### src/hw/rtl/ccht_pkg.sv
// ----------------------------------------------------------------------------
// ccht_pkg
// Shared types and constants for the context count hash table core.
// ----------------------------------------------------------------------------
package ccht_pkg;

	localparam int KEY_W  = 64;
	localparam int CNT_W  = 32;
	localparam int TOK_W  = 16;
	localparam int BEST_W = 16;
	localparam int CONF_W = 17;

	// Confidence of exactly one in unsigned Q1.16.
	localparam logic [CONF_W-1:0] CONF_ONE = 17'h10000;

	// Multiplier of the home slot hash and the reserved empty key.
	localparam logic [KEY_W-1:0] MIX_MUL = 64'h9e3779b97f4a7c15;
	localparam logic [KEY_W-1:0] NO_KEY  = 64'hFFFF_FFFF_FFFF_FFFF;

	localparam logic [CNT_W-1:0]  CNT_MAX  = 32'hFFFF_FFFF;
	localparam logic [BEST_W-1:0] BEST_MAX = 16'hFFFF;

	typedef struct packed {
		logic [KEY_W-1:0]  key;
		logic [CNT_W-1:0]  count;
		logic [TOK_W-1:0]  top_tok;
		logic [BEST_W-1:0] best_cnt;
	} ctx_entry_t;

	typedef struct packed {
		logic [KEY_W-1:0] key;
		logic [CNT_W-1:0] count;
	} pair_entry_t;

	localparam ctx_entry_t  CTX_EMPTY  = '{key: NO_KEY, count: '0, top_tok: '0, best_cnt: '0};
	localparam pair_entry_t PAIR_EMPTY = '{key: NO_KEY, count: '0};

	function automatic logic [CNT_W-1:0] sat_inc32(input logic [CNT_W-1:0] v);
		sat_inc32 = (v == CNT_MAX) ? v : v + 32'd1;
	endfunction

endpackage

### src/hw/rtl/ccht_div.sv
// ----------------------------------------------------------------------------
// ccht_div
// Restoring divider for the confidence ratio, one quotient bit per cycle.
// ----------------------------------------------------------------------------
module ccht_div
	import ccht_pkg::*;
(
	input  logic              clk,
	input  logic              arst_n,
	input  logic              start,
	input  logic [BEST_W-1:0] dividend,
	input  logic [CNT_W-1:0]  divisor,
	output logic              busy,
	output logic [CONF_W-1:0] quot
);

	localparam int STEP_W = $clog2(BEST_W);

	logic              busy_q;
	logic [STEP_W-1:0] step_q;
	logic [CNT_W-1:0]  rem_q;
	logic [CNT_W-1:0]  div_q;
	logic [CONF_W-1:0] quot_q;
	logic [CNT_W+1:0]  trial;

	// The shared subtractor: shifted remainder minus divisor.
	assign trial = {1'b0, rem_q, 1'b0} - {2'b00, div_q};

	always_ff @(posedge clk or negedge arst_n) begin
		if (!arst_n) begin
			busy_q <= 1'b0;
			step_q <= '0;
		end else if (start) begin
			step_q <= '0;
			// A ratio of one or more saturates, and a zero divisor gives zero.
			busy_q <= (divisor != '0) && ({16'd0, dividend} < divisor);
		end else if (busy_q) begin
			step_q <= step_q + 1'b1;
			if (step_q == STEP_W'(BEST_W - 1)) begin
				busy_q <= 1'b0;
			end
		end
	end

	always_ff @(posedge clk) begin
		if (start) begin
			rem_q <= {16'd0, dividend};
			div_q <= divisor;
			if (divisor == '0) begin
				quot_q <= '0;
			end else if ({16'd0, dividend} >= divisor) begin
				quot_q <= CONF_ONE;
			end else begin
				quot_q <= '0;
			end
		end else if (busy_q) begin
			if (!trial[CNT_W+1]) begin
				rem_q  <= trial[CNT_W-1:0];
				quot_q <= {quot_q[CONF_W-2:0], 1'b1};
			end else begin
				rem_q  <= {rem_q[CNT_W-2:0], 1'b0};
				quot_q <= {quot_q[CONF_W-2:0], 1'b0};
			end
		end
	end

	assign busy = busy_q;
	assign quot = quot_q;

endmodule
### config.mk
export PLATFORM = sky130hd
export DESIGN_NAME = ccht_div
export DESIGN_NICKNAME = d
export VERILOG_FILES = /design/src/hw/rtl/ccht_pkg.sv /design/src/hw/rtl/ccht_div.sv
export SDC_FILE = /design/constraint.sdc
export NUM_CORES = 1
export LEC_CHECK = 0
export ABC_AREA = 1
export BUFFER_PORTS_ARGS = -buffer_cell sky130_fd_sc_hd__buf_2
export CAP_MARGIN = 30
export CORE_MARGIN = 2
export CORE_UTILIZATION = 40
export CTS_CLUSTER_SIZE = 24
export DETAILED_ROUTE_END_ITERATION = 10
export PLACE_DENSITY = 0.6
export SLEW_MARGIN = 15
export SYNTH_ARGS = -nofsm -noshare
export SYNTH_HDL_FRONTEND = slang
export SYNTH_SLANG_ARGS = --single-unit
### constraint.sdc
create_clock -name clk -period 4.1 [get_ports clk]
set_input_delay 0.41 -clock clk [delete_from_list [all_inputs] [get_ports clk]]
set_output_delay 0.41 -clock clk [all_outputs]
set_load 0.05 [all_outputs]
### Word level (Yosys, flattened, before mapping)

Cells that the tools add are included.

| word-level totals | value |
|---|---|
| register bits after elaboration | 86 |
| bits of input ports | 51 |
| output and inout port bits | 18 |
| word-level logic and storage cells | 28 |

| operators by class | value |
|---|---|
| add/subtract/negate cells | 2 |
| magnitude comparators | 2 |
| eq/ne operators | 1 |
| mux-type cells | 13 |
| reductions and logical operators | 4 |

Operators with widths:

| cell | count |
|---|---|
| 17-bit 2-to-1 mux | 4 |
| 33-bit by 32-bit subtractor with 34-bit output | 1 |
| 16-bit by 32-bit >= comparator with 1-bit output | 1 |
| 32-bit logical NOT | 1 |
| 16-bit by 32-bit < comparator with 1-bit output | 1 |
| 16-bit 2-to-1 mux | 2 |
| 32-bit 2-to-1 mux | 1 |
| 32-bit nonzero test | 1 |
| 4-bit 2-to-1 mux | 2 |
| 4-bit by 1-bit adder with 4-bit output (second input constant) | 1 |
| 4-bit equality test (second input constant) | 1 |
| 1-bit 2-to-1 mux | 4 |
| 2-bit nonzero test | 1 |
| 1-bit logical AND | 1 |

### Logic depth before layout (Yosys ltp)

| logic depth | value |
|---|---|
| word-level depth | 4 |
| gate-level depth with buffers | 17 |
| depth with buffers taken out | 16 |

### Worst setup path after synthesis

Ideal clock, no wire load.

| path | value |
|---|---|
| path kind | register to register |
| start | register busy_q (netlist: busy) |
| end | register quot_q[0] (netlist: quot[0]) (enable) |
| setup time | 388 ps |
| data arrival time | 1,612 ps |
| required time | 3,712 ps |
| path slack | 2,100 ps |
| cell stages (with the launch flop) | 3 |
| buffers on the path | 0 |
| clock period less this slack | 2,000 ps |
| cells stage by stage | dfrtp_1 nor2_1 inv_1 |

| on the way | value |
|---|---|
| longest elaborated chain between the ends | 1 |

RTL lines:

| what | line | source |
|---|---|---|
| from (decl) | ccht_div.sv:19 | `logic busy_q;` |
| from (signal assigned) | ccht_div.sv:36 | `busy_q <= (divisor != '0) && ({16'd0, dividend} < divisor);` |
| 2-bit nonzero test (no source line) | n/a |  |
| to (signal assigned) | ccht_div.sv:59 | `quot_q <= {quot_q[CONF_W-2:0], 1'b1};` |
| to (signal assigned) | ccht_div.sv:62 | `quot_q <= {quot_q[CONF_W-2:0], 1'b0};` |
| to (decl) | ccht_div.sv:23 | `logic [CONF_W-1:0] quot_q;` |

Every way passes these cells.
A chain may end at the register's enable or synchronous reset.

### Final worst setup path

| path | value |
|---|---|
| start | register rem_q[5] |
| end | register rem_q[14] (data pin) |

| on the way | value |
|---|---|
| longest elaborated chain between the ends | 4 |

RTL lines:

| what | line | source |
|---|---|---|
| from (decl) | ccht_div.sv:21 | `logic [CNT_W-1:0] rem_q;` |
| from (signal assigned) | ccht_div.sv:47 | `rem_q <= {16'd0, dividend};` |
| from (signal assigned) | ccht_div.sv:58 | `rem_q <= trial[CNT_W-1:0];` |
| from (signal assigned) | ccht_div.sv:61 | `rem_q <= {rem_q[CNT_W-2:0], 1'b0};` |
| 33-bit by 32-bit subtractor with 34-bit output | ccht_div.sv:27 | `assign trial = {1'b0, rem_q, 1'b0} - {2'b00, div_q};` |
| 32-bit 2-to-1 mux | ccht_div.sv:57 | `if (!trial[CNT_W+1]) begin` |
| 16-bit 2-to-1 mux | ccht_div.sv:56 | `end else if (busy_q) begin` |
| 16-bit 2-to-1 mux | ccht_div.sv:46 | `if (start) begin` |

Every way passes these cells. The select of a mux whose other input is x is not followed.

==> summary.txt <==
Status
  – Status: complete, no violations

Pwr
  – Worst vdd ir: slightly above 200 uV
  – Leakage power total: between 4 and 5 nW
  – Cell Pwr Density: roughly 440 nW/um^2

Place
  – Final Wtd Congestion: approximately 0.96
  – Hpwl dp: 13.9 mm
  – Placed Area: 7290 sq um
  – IO Port Bufs: slightly below 70

Floorplanning
  – Die width: roughly 130 microns
  – I/O pin count: 69
  – Die footprint: between 15000 and 20000 sq um
  – Core box area: between 15000 and 20000 sq um
  – Initial Util: 0.409
  – Num rows: 47
  – Die H: 134 microns

Clocking
  – Root Driver: clkbuf_16
  – H-tree depth: 3
  – Clock Sinks: 86
  – Num CTS Buffers: 9
  – CTS tree: done
  – Max clock buf depth: 2
  – Clk Latency, worst-skew pair: between 0.3 and 0.4 ns
  – Worst-path clk slew: around 0.07 ns
  – Post-CTS setup buffers: 0
  – Post-CTS sizing: 0

STA
  – RSZ-0062 raised after global routing: no
  – Clock Skew: between 0.01 and 0.015 ns
  – Fmax: 362 MHz
  – Period utilization: 0.674
  – Slew HR: 0.540
  – Hold Vio Cnt, Final: 0
  – Final setup TNS: 0 ns
  – Fin crit period: between 2 and 3 ns
  – Endpoints failing setup: 0
  – Worst slew pin tran: approximately 0.69 ns
  – Max Slew Vio Count: 0

Logic synthesis
  – Post-synthesis sequential area ratio: 0.355
  – Cells after synthesis: around 1000
  – Yosys top cell by area: edfxtp_1
  – Post-synth top flop: edfxtp_1
  – Post-synth cell types: 40
  – EDFF count, synth: 65
  – YS warnings: 0
  – Yosys reg bits: 86
  – Synthesized net count: ~1100
  – Async SR Flop Fraction: 0.0581
  – Synth top area cells: edfxtp_1, nand2_1, inv_1
  – Syn avg cell area: between 6 and 7 sq um
  – Synth top area share: 0.289
  – Post-synthesis instance area: between 6000 and 7000 sq um

Worst setup path
  – Peak per-stage delay on the critical path: ~0.44 ns
  – WS Path Type: flip-flop to flip-flop
  – Critical path peak fanout: 33
  – Crit path cell chain: ha_1 > nand2_1 > nor2_4 > nand3_1 > nand3_2 > nand2_2 > nand2_2 > nand2_4 > nand2_4 > nand2_1 > nand3_1 > nand2_1
  – WP data required: 4.20 ns
  – WP data arrival: approximately 2.9 ns
  – CP Launch Type: flip-flop
  – CP most frequent cell: nand2_1
  – CP Capture Type: flip-flop
  – Crit path max-delay cell type: nand2_4

Drt
  – Drt via density: 4.75
  – DR pass1 iterations: 4
  – Final WL: between 15 and 20 mm
  – Starting DRT DRC Count: 338
  – Vias: 6070
  – Residual DRC: 0
  – Routed Antenna Nets: 0
  – Wire length per cell: around 14 microns

Finish
  – Design area: ~7600 sq um
  – Layout cell share with drive strength beyond 1: 0.110
  – Syn-to-layout area delta: 12.6%
  – Diodes inserted: 0
  – Most frequent cells in the layout: nand2_1, inv_1, nor2_1
  – Most common cell after layout, fill and taps aside: nand2_1
  – Nets: approximately 1200

GRT
  – Total congestion overflow: 0
  – Largest net degree at the start of global routing: 42
  – Overall routing resource usage: 0.206
  – Vias in the first global route: a little under 6000
  – Initial antenna violation count: 0
  – Global-route wire length before repair: around 29 mm

Hold path
  – Worst min path class: input port to flip-flop

Flow run
  – MaxCap Viol Count: 0
-- synth_stat cells (8+ instances only) --
cell type / count
edfxtp_1: 65
nand2_1: 353
nor2_1: 73
nand3_1: 67
inv_1: 199
nand4_1: 11
xnor2_1: 12
a21oi_1: 25
nand3b_1: 26
dfxtp_1: 16
ha_1: 48
nor3_1: 14
nand3_2: 8
-- stage by stage --
stage / cells / hold slack, ns / setup slack (ns) / power, mW / util
floorplan: 985 / 0.114 / 2.10 / 2.17 / -
global placement: 1261 / 0.236 / 1.45 / 2.47 / 0.441
detailed placement: 1261 / 0.234 / 1.36 / 2.47 / 0.441
CTS: 1278 / 0.232 / 1.36 / 3.33 / 0.461
global route: 1278 / 0.237 / 1.10 / 3.55 / 0.461
finish: 1278 / 0.239 / 1.34 / 3.32 / 0.461
-- cell type report --
type / count / area (sq um)
multi-input combinational: 674 / 3460
fill: 1731 / 8910
tap: 220 / 275
sequential: 86 / 2400
timing repair buffer: 73 / 380
clock buffer: 11 / 275
clock inverter: 5 / 36.3
inverter: 209 / 785
-- cell families (layout without fill, tap and decap cells) --
group | Yosys count | count (layout) | share of synthesized area
simple gates | 572 | 572 | 0.371
buf+inv | 225 | 298 | 0.133
flops | 86 | 86 | 0.355
compound gates | 39 | 39 | 0.0313
fa+ha+maj | 49 | 49 | 0.0918
xor+xnor | 14 | 14 | 0.0181
-- power breakdown --
group,switching [mW],internal (mW)
Clock,0.373,0.488
Sequential,0.0596,1.06
Combinational,0.878,0.461
Total,1.31,2.01
-- state kept, by name, summed over array words and instances, names as in the netlist --
register	count
div_q	32
rem_q	32
quot	17
step_q	4
busy	1
-- worst paths after layout --
kind	from	to	depth (start not counted)	slack [ns]
setup reg to reg	rem_q[5]$_DFFE_PP_	rem_q[14]$_DFFE_PP_	12	1.34
setup / recovery	rem_q[5]$_DFFE_PP_	rem_q[14]$_DFFE_PP_	12	1.34
hold / removal	divisor[18]	div_q[18]$_DFFE_PP_	1	0.24
max in group asynchronous	arst_n	busy$_DFF_PN0_	2	3.57
min in group asynchronous	arst_n	step_q[1]$_DFFE_PN0P_	2	0.39
hold reg to reg	rem_q[19]$_SDFFE_PP0P_	rem_q[19]$_SDFFE_PP0P_	2	0.47
-- worst max-delay path: cells and delay by family (launching register included) --
family / cells / cell delay, ns
and+or+nand+nor: 11 / 1.73
DFF: 1 / 0.41
adders and majority gates: 1 / 0.37
-- what timing repair did --
action / 4_1_cts / 5_1_grt
endpoints found under the setup margin: 0 / 0
hold endpoints to repair: 5 / 0
hold buffers: 1 / 0
-- routing by layer --
layer  part of all wire  track usage  vias to the layer above
li1                   -            -                     3194
met1               0.49        0.276                     2739
met2               0.46        0.344                      112
met3              0.034       0.0253                       25
met4              0.019       0.0703                        0
met5                  0            0                        -
Power figures use the tool's default switching activity.
